**src/rtl/bavg_fifo.sv**
```systemverilog
// ----------------------------------------------------------------------------
// bavg_fifo
// Small register queue, first word in is first word out.
// ----------------------------------------------------------------------------
module bavg_fifo #(
  parameter int WIDTH = 8,
  parameter int DEPTH = 4
) (
  input  logic             clk_i,
  input  logic             rst_ni,
  input  logic             push_i,
  input  logic [WIDTH-1:0] wdata_i,
  output logic             full_o,
  input  logic             pop_i,
  output logic [WIDTH-1:0] rdata_o,
  output logic             empty_o
);

  localparam int PW   = $clog2(DEPTH);
  localparam int CNTW = $clog2(DEPTH + 1);

  logic [WIDTH-1:0] mem_q [DEPTH];
  logic [PW-1:0]    wr_ptr_q, wr_ptr_d;
  logic [PW-1:0]    rd_ptr_q, rd_ptr_d;
  logic [CNTW-1:0]  cnt_q, cnt_d;
  logic             do_push, do_pop;

  assign full_o  = (cnt_q == CNTW'(DEPTH));
  assign empty_o = (cnt_q == '0);
  assign do_push = push_i & ~full_o;
  assign do_pop  = pop_i & ~empty_o;
  assign rdata_o = mem_q[rd_ptr_q];

  always_comb begin
    wr_ptr_d = wr_ptr_q;
    rd_ptr_d = rd_ptr_q;
    cnt_d    = cnt_q;
    if (do_push) begin
      wr_ptr_d = (wr_ptr_q == PW'(DEPTH - 1)) ? '0 : wr_ptr_q + 1'b1;
    end
    if (do_pop) begin
      rd_ptr_d = (rd_ptr_q == PW'(DEPTH - 1)) ? '0 : rd_ptr_q + 1'b1;
    end
    if (do_push && !do_pop) begin
      cnt_d = cnt_q + 1'b1;
    end else if (do_pop && !do_push) begin
      cnt_d = cnt_q - 1'b1;
    end
  end

  always_ff @(posedge clk_i or negedge rst_ni) begin
    if (!rst_ni) begin
      wr_ptr_q <= '0;
      rd_ptr_q <= '0;
      cnt_q    <= '0;
    end else begin
      wr_ptr_q <= wr_ptr_d;
      rd_ptr_q <= rd_ptr_d;
      cnt_q    <= cnt_d;
    end
  end

  always_ff @(posedge clk_i) begin
    if (do_push) begin
      mem_q[wr_ptr_q] <= wdata_i;
    end
  end

endmodule

```
**config.mk**
```make
export PLATFORM = sky130hd
export DESIGN_NAME = bavg_fifo
export DESIGN_NICKNAME = d
export VERILOG_FILES = /design/src/rtl/bavg_fifo.sv
export SDC_FILE = /design/constraint.sdc
export NUM_CORES = 1
export LEC_CHECK = 0
export ABC_CLOCK_PERIOD_IN_PS = 3300
export BUFFER_PORTS_ARGS = -buffer_cell sky130_fd_sc_hd__buf_2
export CAP_MARGIN = 20
export CORE_MARGIN = 1
export CORE_UTILIZATION = 35
export CTS_CLUSTER_SIZE = 25
export DETAILED_ROUTE_END_ITERATION = 6
export HOLD_SLACK_MARGIN = 0.15
export PLACE_DENSITY = 0.65
export SETUP_SLACK_MARGIN = 0.15
export SLEW_MARGIN = 20
export SYNTH_ARGS = -nofsm -noshare
export SYNTH_HDL_FRONTEND = slang
export SYNTH_SLANG_ARGS = --single-unit
```
**constraint.sdc**
```tcl
create_clock -name clk_i -period 3.3 [get_ports clk_i]
set_clock_uncertainty 0.2 [all_clocks]
set_input_delay 0.66 -clock clk_i [delete_from_list [all_inputs] [get_ports clk_i]]
set_output_delay 0.66 -clock clk_i [all_outputs]
set_load 0.01 [all_outputs]
```
==> flow_summary.yaml <==
outcome:
  outcome: "finished clean"
detailed_routing:
  wirelength_mm: 2.64
  via_count: 784
  viasPerCell: 4.96
  drt_pass1_iterations: 2
  wl_per_cell_microns: 16.7
  remaining_drc_errors: 0
  drtIter0Drc: 47
  final_antenna_net_count: 0
clock_network:
  holdBufCountCts: 1
  cts_buffers: 5
  clkLatencyLatePin_ns: 0.29
  htree_levels: 2
  cts-root-buf: "clkbuf_8"
  cts_max_path_buffers: 2
  path_clk_slew_ns: 0.07
  cts_resized: 0
  cts_tree: "done"
  post_cts_buffers: 0
  clock_sink_count: 39
synth:
  synthCells: 79
  synth_seq_cells: 39
  yosys_warnings: 0
  synth.avg_cell_area_sq_um: 20.5
  yosysTopAreaCellShare: 0.593
  syn_area_sq_um: 1620
  ys_types: 19
  synth.largest_area_cell: "edfxtp_1"
  ys_seq_area_frac: 0.701
  syn_nets: 98
  ys_top_cells_by_area: "edfxtp_1, mux4_2, dfrtp_1"
power:
  vdd_drop_max_mv: 0.300
  power.leakage_nw: 0.699
  fin_total_pwr_mw: 1.61
  powerDensity_nw_per_um2: 861
min_path:
  whs_path_depth: 1
  whs_endpoint: "cnt_q[2]"
  min-delay-path-class: "register to register"
  min_from: "cnt_q[2]"
worst_setup_path:
  timing.rr.end: "cnt_q[2]"
  worstPathRequired_ns: 2.44
  path_max_fanout: 11
  cp-start-kind: "register"
  end_kind: "output pin"
  ff2ff_setup_slack_ns: 1.03
  worstPathArrival_ns: 1.76
  crit_type: "register to output pin"
  r2r_cells: 8
  worst_r2r_startpoint: "cnt_q[2]"
cells_and_area:
  fin_nets: 124
  diodes: 0
  syn_to_final_growth_pct: 15.1
  final_layout_size_suffix_gt1_frac: 0.453
floorplanning:
  die-height_microns: 70.0
  start_util: 0.367
  dieWidth_microns: 70.0
  die-area_sq_um: 4910
  row_count: 24
  coreArea_sq_um: 4410
  io_pins: 22
sta:
  tightest_slew_ns: 0.604
  rsz0062_at_grt: "false"
  max_slew_margin: 0.597
  drv_slew: 0
  setup-tns-final_ns: 0
  finalCritPeriodShare: 0.793
  finalSetupViolCount: 0
  period_needed_ns: 2.62
  hold_viol: 0
  max_freq_ghz: 0.382
global_route:
  overflow: 0
  antenna_found_initial: 0
  grt_use_total: 0.122
  grt_pass1_vias: 883
  grt_max_degree: 13
  grt_pass1_wl_mm: 4.24
placement:
  gp_congestion: 0.640
  portBuffers: 21
flow_run:
  drv_cap: 0
==> worst max-delay path, stage by stage (launching register included) <==
cell and delay, ns:
dfrtp_1 0.73, mux4_2 0.59, buf_2 0.15
==> registers in the layout, summed over array words and instances, names as in the netlist <==
register  cells
wr_ptr_q      2
rd_ptr_q      2
cnt_q         3
mem_q        32
==> cell usage after synthesis <==
| library cell | count |
|---|---|
| edfxtp_1 | 32 |
| mux4_2 | 8 |
| dfrtp_1 | 7 |
| ha_1 | 6 |
| and2_2 | 4 |
| inv_1 | 3 |
| mux2_2 | 3 |
| nor2_1 | 3 |
| mux2_4 | 2 |
| xor2_1 | 2 |
| buf_1 | 1 |
| buf_2 | 1 |
| buf_6 | 1 |
| fa_1 | 1 |
| nand2b_4 | 1 |
| nor2b_2 | 1 |
| nor3_1 | 1 |
| nor3b_4 | 1 |
| xnor2_1 | 1 |
==> layout make-up <==
| cell class | count | area [sq um] |
|---|---|---|
| clock buffers | 6 | 72.6 |
| clock inverters | 2 | 12.5 |
| fillers | 387 | 2550 |
| multi-input cells | 34 | 453 |
| flip-flops and latches | 39 | 1140 |
| repair buffers | 22 | 115 |
| well taps | 52 | 65.1 |
| inverters | 3 | 11.3 |
==> routing by layer <==
metal | vias up | GRT usage | wire [microns]
met3 | 8 | 0.0491 | 118
met2 | 23 | 0.224 | 1460
met1 | 403 | 0.118 | 1020
met5 | - | 0 | 0
met4 | 0 | 0.0533 | 46
li1 | 350 | - | -
==> cell usage in the layout (no fill, tap or decap), drive strengths merged <==
| cell type | netlist | final |
|---|---|---|
| clkinvlp | 0 | 1 |
| and2 | 4 | 4 |
| ha | 6 | 6 |
| xnor2 | 1 | 1 |
| buf | 3 | 21 |
| xor2 | 2 | 2 |
| edfxtp | 32 | 32 |
| inv | 3 | 3 |
| nor2b | 1 | 1 |
| dfrtp | 7 | 7 |
| nor2 | 3 | 3 |
| dlygate4sd3 | 0 | 1 |
| nor3 | 1 | 1 |
| mux4 | 8 | 8 |
| clkinv | 0 | 1 |
| mux2 | 5 | 5 |
| clkbuf | 0 | 6 |
| nand2b | 1 | 1 |
| nor3b | 1 | 1 |
| fa | 1 | 1 |
==> cell families (layout without fill, tap and decap cells) <==
group / count (synthesis) / in the layout / share of synthesized area
xor+xnor: 3 / 3 / 0.0162
fa+ha+maj: 7 / 7 / 0.0587
buf+inv: 6 / 33 / 0.0193
flops: 39 / 39 / 0.701
mux: 13 / 13 / 0.151
simple gates: 11 / 11 / 0.0541
==> report_power, final <==
group	switching (mW)	internal, mW
Clock	0.159	0.147
Combinational	0.223	0.288
Sequential	0.123	0.666
==> stage by stage <==
step	std cells	setup WS [ns]	utilization	hold WS, ns	instance area (sq um)
floorplan	79	1.04	-	0.164	1620
global placement	149	0.970	0.401	0.281	1770
detailed placement	149	0.855	0.401	0.294	1770
CTS	158	0.616	0.423	0.308	1870
global route	158	0.573	0.423	0.332	1870
finish	158	0.682	0.423	0.309	1870
==> how the worst max path moves through the flow <==
stage                     start         end  cells past startpoint
finish              rd_ptr_q[0]  rdata_o[0]                      2
global route        rd_ptr_q[0]  rdata_o[0]                      2
detailed placement       push_i    cnt_q[2]                      8
floorplan              cnt_q[0]    cnt_q[2]                      8
CTS                 rd_ptr_q[0]  rdata_o[6]                      2
global placement    rd_ptr_q[0]  rdata_o[6]                      2
Note: power is estimated with default switching activity, not from simulation.
