===== src/rtl/bavg_pkg.sv =====
// ----------------------------------------------------------------------------
// bavg_pkg
// Shared types and constants of the block average downscaler.
// ----------------------------------------------------------------------------
package bavg_pkg;

  localparam int CH_W       = 8;
  localparam int CFG_DATA_W = 16;
  localparam int IMG_W_W    = 12;
  localparam int IMG_H_W    = 16;
  localparam int BLK_CFG_W  = 5;
  localparam int MODE_W     = 2;
  localparam int COL_OUT_W  = 11;
  localparam int ROW_W      = 16;

  // queue depths
  localparam int MID_DEPTH  = 4;
  localparam int OUT_DEPTH  = 8;

  typedef enum logic [1:0] {
    CFG_IMAGE_WIDTH  = 2'd0,
    CFG_IMAGE_HEIGHT = 2'd1,
    CFG_BLOCK_SIZE   = 2'd2,
    CFG_CHANNEL_MODE = 2'd3
  } cfg_idx_e;

  localparam logic [MODE_W-1:0] MODE_BLUE = 2'd0;
  localparam logic [MODE_W-1:0] MODE_BGR  = 2'd1;
  localparam logic [MODE_W-1:0] MODE_ALL  = 2'd2;

  typedef struct packed {
    logic [CH_W-1:0] alpha;
    logic [CH_W-1:0] red;
    logic [CH_W-1:0] green;
    logic [CH_W-1:0] blue;
  } pixel_t;

  typedef struct packed {
    logic first;
    logic emit;
    logic frame_last;
  } flags_t;

  typedef struct packed {
    pixel_t               avg;
    logic [COL_OUT_W-1:0] out_column;
    logic [ROW_W-1:0]     out_row;
    logic                 frame_last;
  } result_t;

endpackage


===== src/rtl/bavg_front.sv =====
// ----------------------------------------------------------------------------
// bavg_front
// Raster position tracking: masks the channels, finds the block column,
// marks the first and last pixel of each block and the end of the frame.
// ----------------------------------------------------------------------------
module bavg_front #(
  parameter int MAX_WIDTH = 2048,
  parameter int MAX_BLOCK = 16
) (
  input  logic                            clk_i,
  input  logic                            rst_ni,
  input  logic                            restart_i,
  input  logic                            accept_i,
  input  bavg_pkg::pixel_t                pix_i,
  input  logic [bavg_pkg::MODE_W-1:0]     mode_i,
  input  logic [$clog2(MAX_WIDTH):0]      w_eff_i,
  input  logic [bavg_pkg::IMG_H_W-1:0]    h_eff_i,
  input  logic [$clog2(MAX_BLOCK):0]      s_eff_i,
  output bavg_pkg::pixel_t                pix_o,
  output bavg_pkg::flags_t                flags_o,
  output logic [$clog2(MAX_WIDTH)-1:0]    bcol_o,
  output logic [bavg_pkg::ROW_W-1:0]      brow_o
);

  localparam int CW = $clog2(MAX_WIDTH);
  localparam int BW = $clog2(MAX_BLOCK);
  localparam int HW = bavg_pkg::IMG_H_W;

  logic [CW-1:0] pcol_q, pcol_d;
  logic [HW-1:0] prow_q, prow_d;
  logic [BW-1:0] rib_q, rib_d;
  logic [BW-1:0] cib_q, cib_d;
  logic [CW-1:0] bcol_q, bcol_d;
  logic [bavg_pkg::ROW_W-1:0] brow_q, brow_d;

  logic last_col, last_row, rib_end, cib_end;

  assign last_col = ({1'b0, pcol_q} + 1'b1) >= w_eff_i;
  assign last_row = ({1'b0, prow_q} + 1'b1) >= {1'b0, h_eff_i};
  assign rib_end  = ({1'b0, rib_q} + 1'b1) >= s_eff_i;
  assign cib_end  = ({1'b0, cib_q} + 1'b1) >= s_eff_i;

  // mode 3 behaves as all four channels
  always_comb begin
    pix_o       = pix_i;
    pix_o.green = (mode_i != bavg_pkg::MODE_BLUE) ? pix_i.green : '0;
    pix_o.red   = (mode_i != bavg_pkg::MODE_BLUE) ? pix_i.red   : '0;
    pix_o.alpha = (mode_i >= bavg_pkg::MODE_ALL)  ? pix_i.alpha : '0;
  end

  assign flags_o.first      = (rib_q == '0) && (cib_q == '0);
  assign flags_o.emit       = (rib_end || last_row) && (cib_end || last_col);
  assign flags_o.frame_last = last_col && last_row;
  assign bcol_o             = bcol_q;
  assign brow_o             = brow_q;

  always_comb begin
    pcol_d = pcol_q;
    prow_d = prow_q;
    rib_d  = rib_q;
    cib_d  = cib_q;
    bcol_d = bcol_q;
    brow_d = brow_q;
    if (restart_i) begin
      pcol_d = '0;
      prow_d = '0;
      rib_d  = '0;
      cib_d  = '0;
      bcol_d = '0;
      brow_d = '0;
    end else if (accept_i) begin
      if (last_col) begin
        pcol_d = '0;
        cib_d  = '0;
        bcol_d = '0;
        if (last_row) begin
          prow_d = '0;
          rib_d  = '0;
          brow_d = '0;
        end else begin
          prow_d = prow_q + 1'b1;
          if (rib_end) begin
            rib_d  = '0;
            brow_d = brow_q + 1'b1;
          end else begin
            rib_d  = rib_q + 1'b1;
          end
        end
      end else begin
        pcol_d = pcol_q + 1'b1;
        if (cib_end) begin
          cib_d  = '0;
          bcol_d = bcol_q + 1'b1;
        end else begin
          cib_d  = cib_q + 1'b1;
        end
      end
    end
  end

  always_ff @(posedge clk_i or negedge rst_ni) begin
    if (!rst_ni) begin
      pcol_q <= '0;
      prow_q <= '0;
      rib_q  <= '0;
      cib_q  <= '0;
      bcol_q <= '0;
      brow_q <= '0;
    end else begin
      pcol_q <= pcol_d;
      prow_q <= prow_d;
      rib_q  <= rib_d;
      cib_q  <= cib_d;
      bcol_q <= bcol_d;
      brow_q <= brow_d;
    end
  end

`ifndef SYNTHESIS
  assert property (@(posedge clk_i) disable iff (!rst_ni)
    bcol_q <= pcol_q)
    else $error("block column ahead of pixel column");

  assert property (@(posedge clk_i) disable iff (!rst_ni)
    (accept_i && last_col && last_row) |=> (pcol_q == '0 && prow_q == '0 && brow_q == '0))
    else $error("position not back at frame start after last pixel");
`endif

endmodule


===== config.mk =====
export PLATFORM = sky130hd
export DESIGN_NAME = bavg_front
export DESIGN_NICKNAME = d
export VERILOG_FILES = /design/src/rtl/bavg_pkg.sv /design/src/rtl/bavg_front.sv
export SDC_FILE = /design/constraint.sdc
export NUM_CORES = 1
export LEC_CHECK = 0
export ABC_AREA = 1
export BUFFER_PORTS_ARGS = -buffer_cell sky130_fd_sc_hd__buf_2
export CORE_MARGIN = 2
export CORE_UTILIZATION = 55
export DETAILED_ROUTE_END_ITERATION = 8
export GPL_TIMING_DRIVEN = 0
export PLACE_DENSITY_LB_ADDON = 0.12
export REMOVE_ABC_BUFFERS = 1
export SETUP_SLACK_MARGIN = 0.2
export SYNTH_ARGS = -nofsm -noshare
export SYNTH_HDL_FRONTEND = slang
export SYNTH_SLANG_ARGS = --single-unit

===== constraint.sdc =====
create_clock -name clk_i -period 8.45 [get_ports clk_i]
set_clock_uncertainty 0.15 [all_clocks]
set_input_delay 0.4225 -clock clk_i [delete_from_list [all_inputs] [get_ports clk_i]]
set_output_delay 0.4225 -clock clk_i [all_outputs]
set_load 0.01 [all_outputs]

==> qor.csv, run 1 <==
stage,metric,value,unit
status,status,finished clean,
timing,period utilization,53.7,%
clock_network,CTS Root Cell,clkbuf_8,
clock_network,CTS Buffer Depth,2,
route,drt via density,5.16,
cells_and_area,fin nets,944,
worst_setup_path,Crit Path Max Fanout,24,
route,DRT Wirelength,11.6,mm
placed_design,post-detail-place hpwl,9.08,mm
die,Starting Density,55.8,%
cells_and_area,Final Cell Area,0.00585,sq mm
timing,setup violators final,0,
synthesis,Synth area leaders,"dfrtp_1, nand2_1, ha_1",
timing,RSZ-0062 raised after global routing,no,
die,IO Count,133,
worst_setup_path,R2R Setup Slk,3910,ps
synthesis,Synth Instances,720,
timing,setup_tns,0,ps
cells_and_area,Area Overhead vs Synth,15.2,%
grt,first-pass GRT wire length,19.6,mm
power_and_ir_drop,Max VDD drop,0.116,mV
grt,initial antenna violation count,0,
grt,GR Util All Layers,23.8,%
cells_and_area,fraction of layout cells with a size suffix above 1,19.9,%
placed_design,DP Cell Count,927,
die,area of the die,0.0100,sq mm
route,total number of vias,4853,
synthesis,syn avg cell area,7.05,sq um
synthesis,Yosys warning total,0,
min_path,Hold Crit Class,input pin to asynchronous set/reset pin,
synthesis,synthesized flop and latch total,62,
synthesis,area share of the largest cell type after synthesis,30.5,%
clock_network,postcts setup bufs,0,
placed_design,I/O Buffers,116,
placed_design,pre-CTS setup slack,3900,ps
placed_design,placed cell area,0.00568,sq mm
clock_network,# hold bufs at CTS,0,
timing,Final Max Tran Viols,0,
clock_network,TritonCTS Buffers,9,
power_and_ir_drop,"Power, Total",0.782,mW
route,drt pass-1 iters,7,
route,number of routed nets with antenna violations,0,
timing,Worst-Margin Slew,902,ps
cells_and_area,non-filler instance count after layout,941,
placed_design,global placer's final weighted congestion,0.933,
clock_network,cts repair resizes,0,
timing,FMAX,220,MHz
worst_setup_path,CP endpoint kind,flop,
timing,final worst path period need,4540,ps
timing,Hold Fails Final Rpt,0,
die,core box area,0.00911,sq mm
grt,global route overflow,0,
synthesis,synth unique cells,41,
die,die span in x,100,microns
worst_setup_path,reg2reg end,prow_q[0],
worst_setup_path,worst r2r src,pcol_q[0],
die,Die Span Y,100,microns
worst_setup_path,Worst setup SP type,flop,
synthesis,Yosys top cell by area,dfrtp_1,
timing,Hold WS,7.22,ps
grt,pin count of the biggest net entering global routing,63,
power_and_ir_drop,leakage,3.52,nW
worst_setup_path,Reg2Reg Depth,17,
cells_and_area,antenna diode count,0,
route,routed len/inst,12.3,microns
grt,vias in the first global route,4570,
timing,setup slack after layout,3910,ps
clock_network,clk sinks,62,
clock_network,# H-tree levels,3,
clock_network,"CTS clk-pin slew, worst paths",60,ps
power_and_ir_drop,PwrDens,134,mW/mm^2
worst_setup_path,Critical Path RT,8550,ps
run,Max Cap Viol,0,
worst_setup_path,critical path class,flop to flop,
route,DR iter-0 viols,189,
worst_setup_path,"Arr. time, crit path",4640,ps
clock_network,Worst-Skew Late Latency,340,ps
worst_setup_path,worst setup path end,prow_q[0],
synthesis,Netlist Area Pre-Place,0.00508,sq mm
route,drt drc,0,
timing,slew margin rel.,39.7,%
synthesis,sequential share of the synthesized area,30.5,%
die,num rows,35,
clock_network,CTS tree,built,
cells_and_area,fin util,64.2,%
worst_setup_path,crit path from,pcol_q[0],
[state kept, by name, summed over array words and instances (netlist names)]
signal and cells:
rib_q 4, brow_o 16, bcol_o 11, pcol_q 11, cib_q 4, prow_q 16
[layer usage]
| metal | track usage, % | wire length (microns) | vias up |
|---|---|---|---|
| met4 | 6.74 | 96 | 0 |
| met3 | 3.97 | 713 | 10 |
| li1 | - | - | 2484 |
| met5 | 0 | 0 | - |
| met2 | 42.1 | 5600 | 175 |
| met1 | 30.2 | 5160 | 2184 |
[cells in the mapped netlist]
library cell    n
buf_2           5
nand3_1        36
nand2_4         1
nor2_2          2
nor2_4          3
inv_2           4
nor3_2          1
o211ai_1        1
o21ai_1         4
nor3_1         17
nand4_1        31
or2_2           3
and3_2          1
nor2_1         64
nor4_1          1
nand3_2         2
nand3_4         1
xnor2_1         5
inv_1         134
nor3_4          1
dfrtp_1        62
buf_4           9
buf_6           1
nand3b_1        4
nand4_2         1
a31o_2          1
xor2_1         33
o22ai_1         7
o21bai_1        1
clkbuf_2        1
ha_1           46
nand2_1       176
and2_1          1
o31ai_1         1
clkinv_1        2
o21ai_0        18
a21o_1          1
o21ai_2        10
clkbuf_1        4
a21oi_1        19
nand2_2         5
[cells by family after synthesis]
family	Yosys count	share of synthesized area [%]
compound gates	63	7.39
fa+ha+maj	46	11.3
xor+xnor	38	6.55
flops	62	30.5
buf+inv	160	12.8
simple gates	351	31.4
[cell usage in the layout, fill, tap and decap left out, types with 3 or more instances in the layout]
cell type    n
or2_2        3
o21ai_0     18
nor2_1      64
nor2_4       3
o22ai_1      7
nor3_1      17
dfrtp_1     62
nand4_1     31
clkbuf_8    12
xnor2_1      5
nand3_1     36
inv_1      134
nand3b_1     4
a21oi_1     19
o21ai_2     10
buf_2      115
inv_2        4
nand2_1    176
ha_1        46
nand2_2      5
xor2_1      33
o21ai_1      4
[layout make-up]
cell class | instances | area [sq um]
inverters | 140 | 526
flip-flops and latches | 62 | 1550
clock buffers | 13 | 169
multi-input cells | 498 | 2880
well taps | 111 | 139
clock inverters | 1 | 5.00
repair buffers | 116 | 583
fillers | 824 | 3260
[worst min-delay path by stage]
stage / end / from / slack (ps)
final: prow_q[4] / rst_ni / 7
after global routing: prow_q[4] / rst_ni / 90
after CTS: prow_q[4] / rst_ni / 50
after detailed placement: brow_o[14] / brow_o[14] / 350
after global placement: brow_o[14] / brow_o[14] / 330
after floorplan: bcol_o[0] / rst_ni / -20
[power by group]
| group | switching, mW | internal (mW) | total, mW |
|---|---|---|---|
| sequential | 0.0237 | 0.315 | 0.338 |
| combinational | 0.128 | 0.0800 | 0.208 |
| clock | 0.109 | 0.127 | 0.236 |
| total | 0.261 | 0.522 | 0.782 |
[worst max-delay path: stages (launching register included)]
cell	delay [ps]
dfrtp_1	420
ha_1	210
nand3_1	120
nor3_1	290
nand3_1	170
nor3_1	220
xor2_1	220
inv_1	70
ha_1	270
nand2_1	60
nor2_1	180
and2_1	160
nand2_1	80
nand4_2	180
nand2_1	520
inv_2	580
nand2_2	330
o21ai_0	230
(Power assumes the default switching activity.)
==> run 2: changes to the inputs <==
--- a/config.mk
+++ b/config.mk
@@ -8,7 +8,7 @@
 export ABC_AREA = 1
 export BUFFER_PORTS_ARGS = -buffer_cell sky130_fd_sc_hd__buf_2
 export CORE_MARGIN = 2
-export CORE_UTILIZATION = 55
+export CORE_UTILIZATION = 49
 export DETAILED_ROUTE_END_ITERATION = 8
 export GPL_TIMING_DRIVEN = 0
 export PLACE_DENSITY_LB_ADDON = 0.12
==> constraint.sdc (replaced) <==
create_clock -name clk_i -period 3.85 [get_ports clk_i]
set_clock_uncertainty 0.15 [all_clocks]
set_input_delay 0.1925 -clock clk_i [delete_from_list [all_inputs] [get_ports clk_i]]
set_output_delay 0.1925 -clock clk_i [all_outputs]
set_load 0.01 [all_outputs]
==> run 2 against run 1 <==
Net effect: sequential power grew 120%; combinational power grew 150%; critical path type is now flop to output pin; core utilization down 2.7 points; cell area grew 7.2%; hold slack better by 79 ps; sequential share of layout area is 1.7 points lower; clock-buffer cell count unchanged; largest power group unchanged; final cell count rose by 4.5%; non-clock buffer count grew 15; sequential cell count is the same; setup slack lost 3500 ps; largest cell class unchanged.
==> qor.csv, run 2 (synthesis gave the netlist of run 1 again) <==
stage,metric,value,unit,change
status,status,finished clean,,
placed_design,post-detail-place hpwl,9.28,mm,+2.2%
cells_and_area,antenna diode count,0,,unchanged
cells_and_area,Multi-input gate area,0.00308,sq mm,+6.9%
timing,Worst-Margin Slew,949,ps,+46.6 ps
clock_network,CTS Root Cell,clkbuf_8,,
route,routed len/inst,12.5,microns,+1.3%
route,number of routed nets with antenna violations,0,,unchanged
cells_and_area,Area Overhead vs Synth,23.5,%,
die,core box area,0.0102,sq mm,+12%
cells_and_area,non-filler instance count after layout,983,,+4.5%
clock_network,# H-tree levels,3,,unchanged
power_and_ir_drop,PwrDens,308,mW/mm^2,+130%
die,die span in x,106,microns,+5.7%
timing,Hold WS,86.1,ps,+78.8 ps
worst_setup_path,"Arr. time, crit path",3100,ps,-1540 ps
die,IO Count,133,,unchanged
run,Max Cap Viol,0,,unchanged
grt,GR Util All Layers,22.7,%,-1.2 points
grt,vias in the first global route,4699,,+2.8%
placed_design,DP Cell Count,952,,+2.7%
die,Die Span Y,106,microns,+5.7%
timing,period utilization,89.4,%,
placed_design,I/O Buffers,116,,unchanged
min_path,Hold Crit Class,input pin to flop,,
worst_setup_path,CP Cell Sequence,"ha_2, nand3_1, nor3_2, nand3_2, nor3_2, xor2_1, inv_1, ha_1, nand2_2, nor2_4, nand3_1, nand3_4, inv_1, nor2_2, buf_2",,
grt,global route overflow,0,,unchanged
route,drt via density,4.99,,-3.2%
clock_network,"CTS clk-pin slew, worst paths",70,ps,about the same
cells_and_area,Final Cell Area,0.00627,sq mm,+7.2%
clock_network,TritonCTS Buffers,9,,unchanged
clock_network,CTS Buffer Depth,2,,unchanged
timing,FMAX,291,MHz,
worst_setup_path,critical path class,flop to output pin,,
die,area of the die,0.0112,sq mm,+12%
clock_network,clk sinks,62,,unchanged
die,Starting Density,49.9,%,-5.9 points
power_and_ir_drop,leakage,3.66,nW,+3.9%
worst_setup_path,Worst setup SP type,flop,,
worst_setup_path,worst r2r src,pcol_q[0],,
worst_setup_path,Crit Path Max Fanout,4,,-83%
timing,setup violators final,0,,unchanged
cells_and_area,FF+latch area,0.00155,sq mm,+0.16%
timing,slew margin rel.,36.5,%,-3.1 points
grt,pin count of the biggest net entering global routing,63,,unchanged
cells_and_area,fin util,61.6,%,-2.7 points
worst_setup_path,CP endpoint kind,output pin,,
die,num rows,37,,+5.7%
cells_and_area,"commonest non-fill, non-tap cell in the layout",nand2_1,,
timing,Final Max Tran Viols,0,,unchanged
route,DR iter-0 viols,246,,+30%
power_and_ir_drop,Max VDD drop,0.203,mV,+76%
cells_and_area,fraction of layout cells with a size suffix above 1,25.4,%,+5.5 points
worst_setup_path,Critical Path RT,3510,ps,-5040 ps
cells_and_area,# fillers,926,,+12%
worst_setup_path,CP max stage delay,390,ps,-190 ps
placed_design,global placer's final weighted congestion,0.908,,-2.7%
clock_network,CTS tree,built,,
placed_design,placed cell area,0.00571,sq mm,+0.55%
route,total number of vias,4905,,+1.1%
grt,initial antenna violation count,0,,unchanged
worst_setup_path,crit path from,pcol_q[0],,
cells_and_area,most frequent cells in the layout,"nand2_1, inv_1, buf_2, dfrtp_1, nor2_1",,
route,drt drc,0,,unchanged
timing,final worst path period need,3440,ps,
timing,Hold Fails Final Rpt,0,,unchanged
cells_and_area,fin nets,959,,+1.6%
timing,RSZ-0062 raised after global routing,yes,,
route,DRT Wirelength,12.2,mm,+5.9%
worst_setup_path,crit path max-delay cell type,dfrtp_1,,
clock_network,Worst-Skew Late Latency,340,ps,about the same
min_path,Worst Hold Launch,accept_i,,
route,drt pass-1 iters,5,,-2
grt,first-pass GRT wire length,20.8,mm,+6.4%
-- run 2: final cells by class --
class,instances,area share (%)
Clock buffer,13,2.69
Clock inverter,3,1.04
Inverter,140,8.60
Multi-Input combinational cell,498,49.0
Sequential cell,62,24.8
Tap cell,136,2.71
Timing Repair Buffer,131,11.1
-- run 2: repair_timing --
action                                  4_1_cts  5_1_grt
setup buffers                                 1       13
hold endpoints to repair                     62        0
pin swaps                                     1       12
hold buffers                                  1        0
resized for setup                            19       34
endpoints found under the setup margin       56       57
-- run 2: path summary, 6_finish.rpt --
| kind | to | slack, ps | depth (start not counted) |
|---|---|---|---|
| min | pcol_q[1] | 90 | 4 |
| max in group asynchronous | prow_q[2] | 2630 | 2 |
| max | flags_o[0] | 410 | 15 |
| max reg2reg | prow_q[0] | 450 | 17 |
| min in group asynchronous | prow_q[5] | 310 | 2 |
| min reg2reg | brow_o[14] | 360 | 2 |
-- run 2: layer usage --
| metal | GRT usage [%] | part of all wire (%) |
|---|---|---|
| met5 | 0 | 0 |
| met4 | 7.52 | 1.0 |
| met3 | 3.90 | 6.9 |
| met2 | 39.5 | 48 |
| met1 | 28.4 | 44 |
-- run 2: critical path, delay by kind of cell (launching register included) --
kind | cells | cell delay, ps
DFF | 1 | 390
xor gates and xnor gates | 1 | 200
buffers and inverters | 3 | 310
and+or+nand+nor | 9 | 1360
adders and majority gates | 2 | 480
-- run 2: stage by stage --
stage | power, mW | TNS (ps) | setup WS (ps)
2_1_floorplan | 1.04 | 0 | 261
3_3_place_gp | 1.19 | -18050 | -677
3_5_place_dp | 1.21 | -21340 | -809
4_1_cts | 1.90 | 0 | 206
5_1_grt | 2.06 | 0 | 172
6_report | 1.93 | 0 | 409
-- run 2: power by group --
| group | internal, mW | leakage (nW) | switching, mW | total [mW] |
|---|---|---|---|---|
| logic | 0.211 | 2.69 | 0.304 | 0.514 |
| registers | 0.691 | 0.853 | 0.0505 | 0.742 |
| clock network | 0.417 | 0.120 | 0.257 | 0.674 |
==> run 3: changes to the inputs <==
--- a/config.mk
+++ b/config.mk
@@ -7,6 +7,7 @@
 export LEC_CHECK = 0
 export ABC_AREA = 1
 export BUFFER_PORTS_ARGS = -buffer_cell sky130_fd_sc_hd__buf_2
+export CORE_ASPECT_RATIO = 0.5
 export CORE_MARGIN = 2
 export CORE_UTILIZATION = 49
 export DETAILED_ROUTE_END_ITERATION = 8
==> run 3 against run 2 <==
Net effect: hold slack got worse by 1.8 ps; sequential power barely moved; clock power is 35% higher; maximum frequency down 0.59%; global-route usage decreased by 0.81 points; final cell count increased by 0.10%; via count fell by 1.7%; clock-buffer cell count is the same; critical path type unchanged.
==> qor.csv, run 3 (synthesis gave the netlist of run 1 again) <==
stage,metric,value,unit,change
clock_network,Worst-Skew Late Latency,340,ps,about the same
min_path,Hold Crit Class,input pin to flop,,
route,DR iter-0 viols,194,,-21%
grt,global route overflow,0,,unchanged
power_and_ir_drop,Max VDD drop,0.223,mV,+9.8%
die,Starting Density,50.0,%,+0.17 points
timing,FMAX,289,MHz,-0.59%
worst_setup_path,Critical Path RT,3510,ps,about the same
die,area of the die,0.0112,sq mm,+0.45%
clock_network,"CTS clk-pin slew, worst paths",50,ps,-20 ps
cells_and_area,fin nets,956,,-0.31%
power_and_ir_drop,"Power, Total",2.13,mW,+11%
cells_and_area,most frequent cells in the layout,"nand2_1, inv_1, buf_2, dfrtp_1, nor2_1",,
min_path,Worst Hold Launch,accept_i,,
die,num rows,26,,-30%
worst_setup_path,crit path from,pcol_q[0],,
status,status,finished clean,,
timing,setup violators final,0,,unchanged
route,DRT Wirelength,12.2,mm,about the same
route,met1 WL,5.29,mm,-2.0%
grt,vias in the first global route,4384,,-6.7%
grt,initial antenna violation count,0,,unchanged
placed_design,DP Cell Count,956,,+0.42%
die,IO Count,133,,unchanged
route,number of routed nets with antenna violations,0,,unchanged
route,drt pass-1 iters,4,,-1
worst_setup_path,Crit Path Max Fanout,5,,+1
timing,setup_tns,0,ps,unchanged
timing,period utilization,89.9,%,+0.53 points
timing,Hold Fails Final Rpt,0,,unchanged
worst_setup_path,worst r2r src,pcol_q[0],,
clock_network,CTS tree,built,,
route,met3 wire length,729,microns,-14%
timing,setup slack after layout,388,ps,-20.3 ps
timing,Worst-Margin Slew,891,ps,-57.2 ps
grt,pin count of the biggest net entering global routing,63,,unchanged
placed_design,global placer's final weighted congestion,0.845,,-7.0%
die,Die Span Y,76.0,microns,-28%
timing,Final Max Tran Viols,0,,unchanged
timing,final worst path period need,3460,ps,+20.3 ps
grt,first-pass GRT wire length,19.9,mm,-4.3%
route,Top Metal Used,met4,,
clock_network,clk sinks,62,,unchanged
cells_and_area,fin util,62.1,%,+0.55 points
timing,slew margin rel.,40.4,%,+3.8 points
clock_network,CTS Root Cell,clkbuf_16,,
route,drt via density,4.90,,-1.8%
min_path,Worst Hold Depth,4,,unchanged
cells_and_area,antenna diode count,0,,unchanged
cells_and_area,# fillers,968,,+4.5%
clock_network,# H-tree levels,3,,unchanged
placed_design,I/O Buffers,116,,unchanged
worst_setup_path,"Arr. time, crit path",3120,ps,+20 ps
worst_setup_path,CP endpoint kind,output pin,,
cells_and_area,fraction of layout cells with a size suffix above 1,23.6,%,-1.8 points
cells_and_area,non-filler instance count after layout,984,,+0.10%
cells_and_area,"commonest non-fill, non-tap cell in the layout",nand2_1,,
timing,RSZ-0062 raised after global routing,yes,,
clock_network,CTS Buffer Depth,2,,unchanged
cells_and_area,Area Overhead vs Synth,24.1,%,
grt,GR Util All Layers,21.8,%,-0.81 points
die,core box area,0.0101,sq mm,-0.34%
die,die span in x,148,microns,+40%
placed_design,pre-CTS setup slack,-737,ps,+71.8 ps
clock_network,TritonCTS Buffers,9,,unchanged
worst_setup_path,Reg2Reg Depth,17,,unchanged
placed_design,post-detail-place hpwl,9.27,mm,about the same
power_and_ir_drop,leakage,3.70,nW,+1.1%
worst_setup_path,Worst setup SP type,flop,,
power_and_ir_drop,PwrDens,339,mW/mm^2,+10%
route,drt drc,0,,unchanged
run,Max Cap Viol,0,,unchanged
route,WL met2,6.06,mm,+3.1%
route,routed len/inst,12.4,microns,-0.20%
route,total number of vias,4824,,-1.7%
worst_setup_path,critical path class,flop to output pin,,
==> run 3: cell count changes in the layout (fill, tap and decap cells not counted), moves of 4 or more <==
cell / previous run / this run
clkbuf_16: 0 / 9
clkbuf_8: 12 / 3
buf_4: 15 / 11
nor2_1: 54 / 59
nand2_2: 9 / 5
nand2_1: 170 / 174
nor2_2: 10 / 5
==> run 3: worst paths after layout <==
check	end	slack, ps
min	pcol_q[1]	80
max reg2reg	prow_q[0]	470
max in group asynchronous	pcol_q[7]	2710
max	flags_o[0]	390
min reg2reg	brow_o[14]	340
min in group asynchronous	prow_q[14]	330
==> run 3: through the flow <==
stage / hold slack, ps / area [sq um]
after floorplan: -253 / 4950
after global routing: 120 / 6300
after global placement: 235 / 5710
after CTS: 80.2 / 6150
final: 84.3 / 6300
after detailed placement: 188 / 5710
==> run 3: layout make-up <==
cell class	instances	area [sq um]	area share, %
flip-flops and latches	62	1550	24.6
repair buffers	127	668	10.6
well taps	140	175	2.78
inverters	140	534	8.47
repair inverters	1	6.26	0.0992
multi-input cells	498	3030	48.1
clock inverters	3	65.1	1.03
clock buffers	13	270	4.29
==> run 3: what timing repair did <==
| action | in CTS | in global routing |
|---|---|---|
| hold buffers | 1 | 0 |
| buffers inserted | 2 | 8 |
| cloned | 1 | 0 |
| setup endpoints to repair | 51 | 51 |
| pin swaps | 2 | 3 |
| endpoints found under the hold margin | 62 | 0 |
| resized for setup | 16 | 20 |
==> run 3: worst max-delay path: stages (launching register included) <==
cell and delay, ps:
dfrtp_1 400, ha_2 220, nand3_2 100, nor3_4 230, nand3_2 110, nor3_2 140, xor2_1 190, inv_1 70
ha_1 260, nand2_1 90, nor2_4 170, and2_1 140, nand2_1 120, nand3_2 150, inv_1 90, nor2_1 150
buf_2 150
==> run 3: per-layer routing <==
metal	vias to the layer above	track usage [%]
met5	-	0
met1	2162	25.6
met2	128	39.6
met3	15	5.81
met4	0	6.00
li1	2519	-
==> run 3: power breakdown <==
group	total, mW	internal, mW	switching (mW)
Combinational	0.485	0.192	0.293
Clock	0.908	0.618	0.290
Sequential	0.741	0.692	0.0494
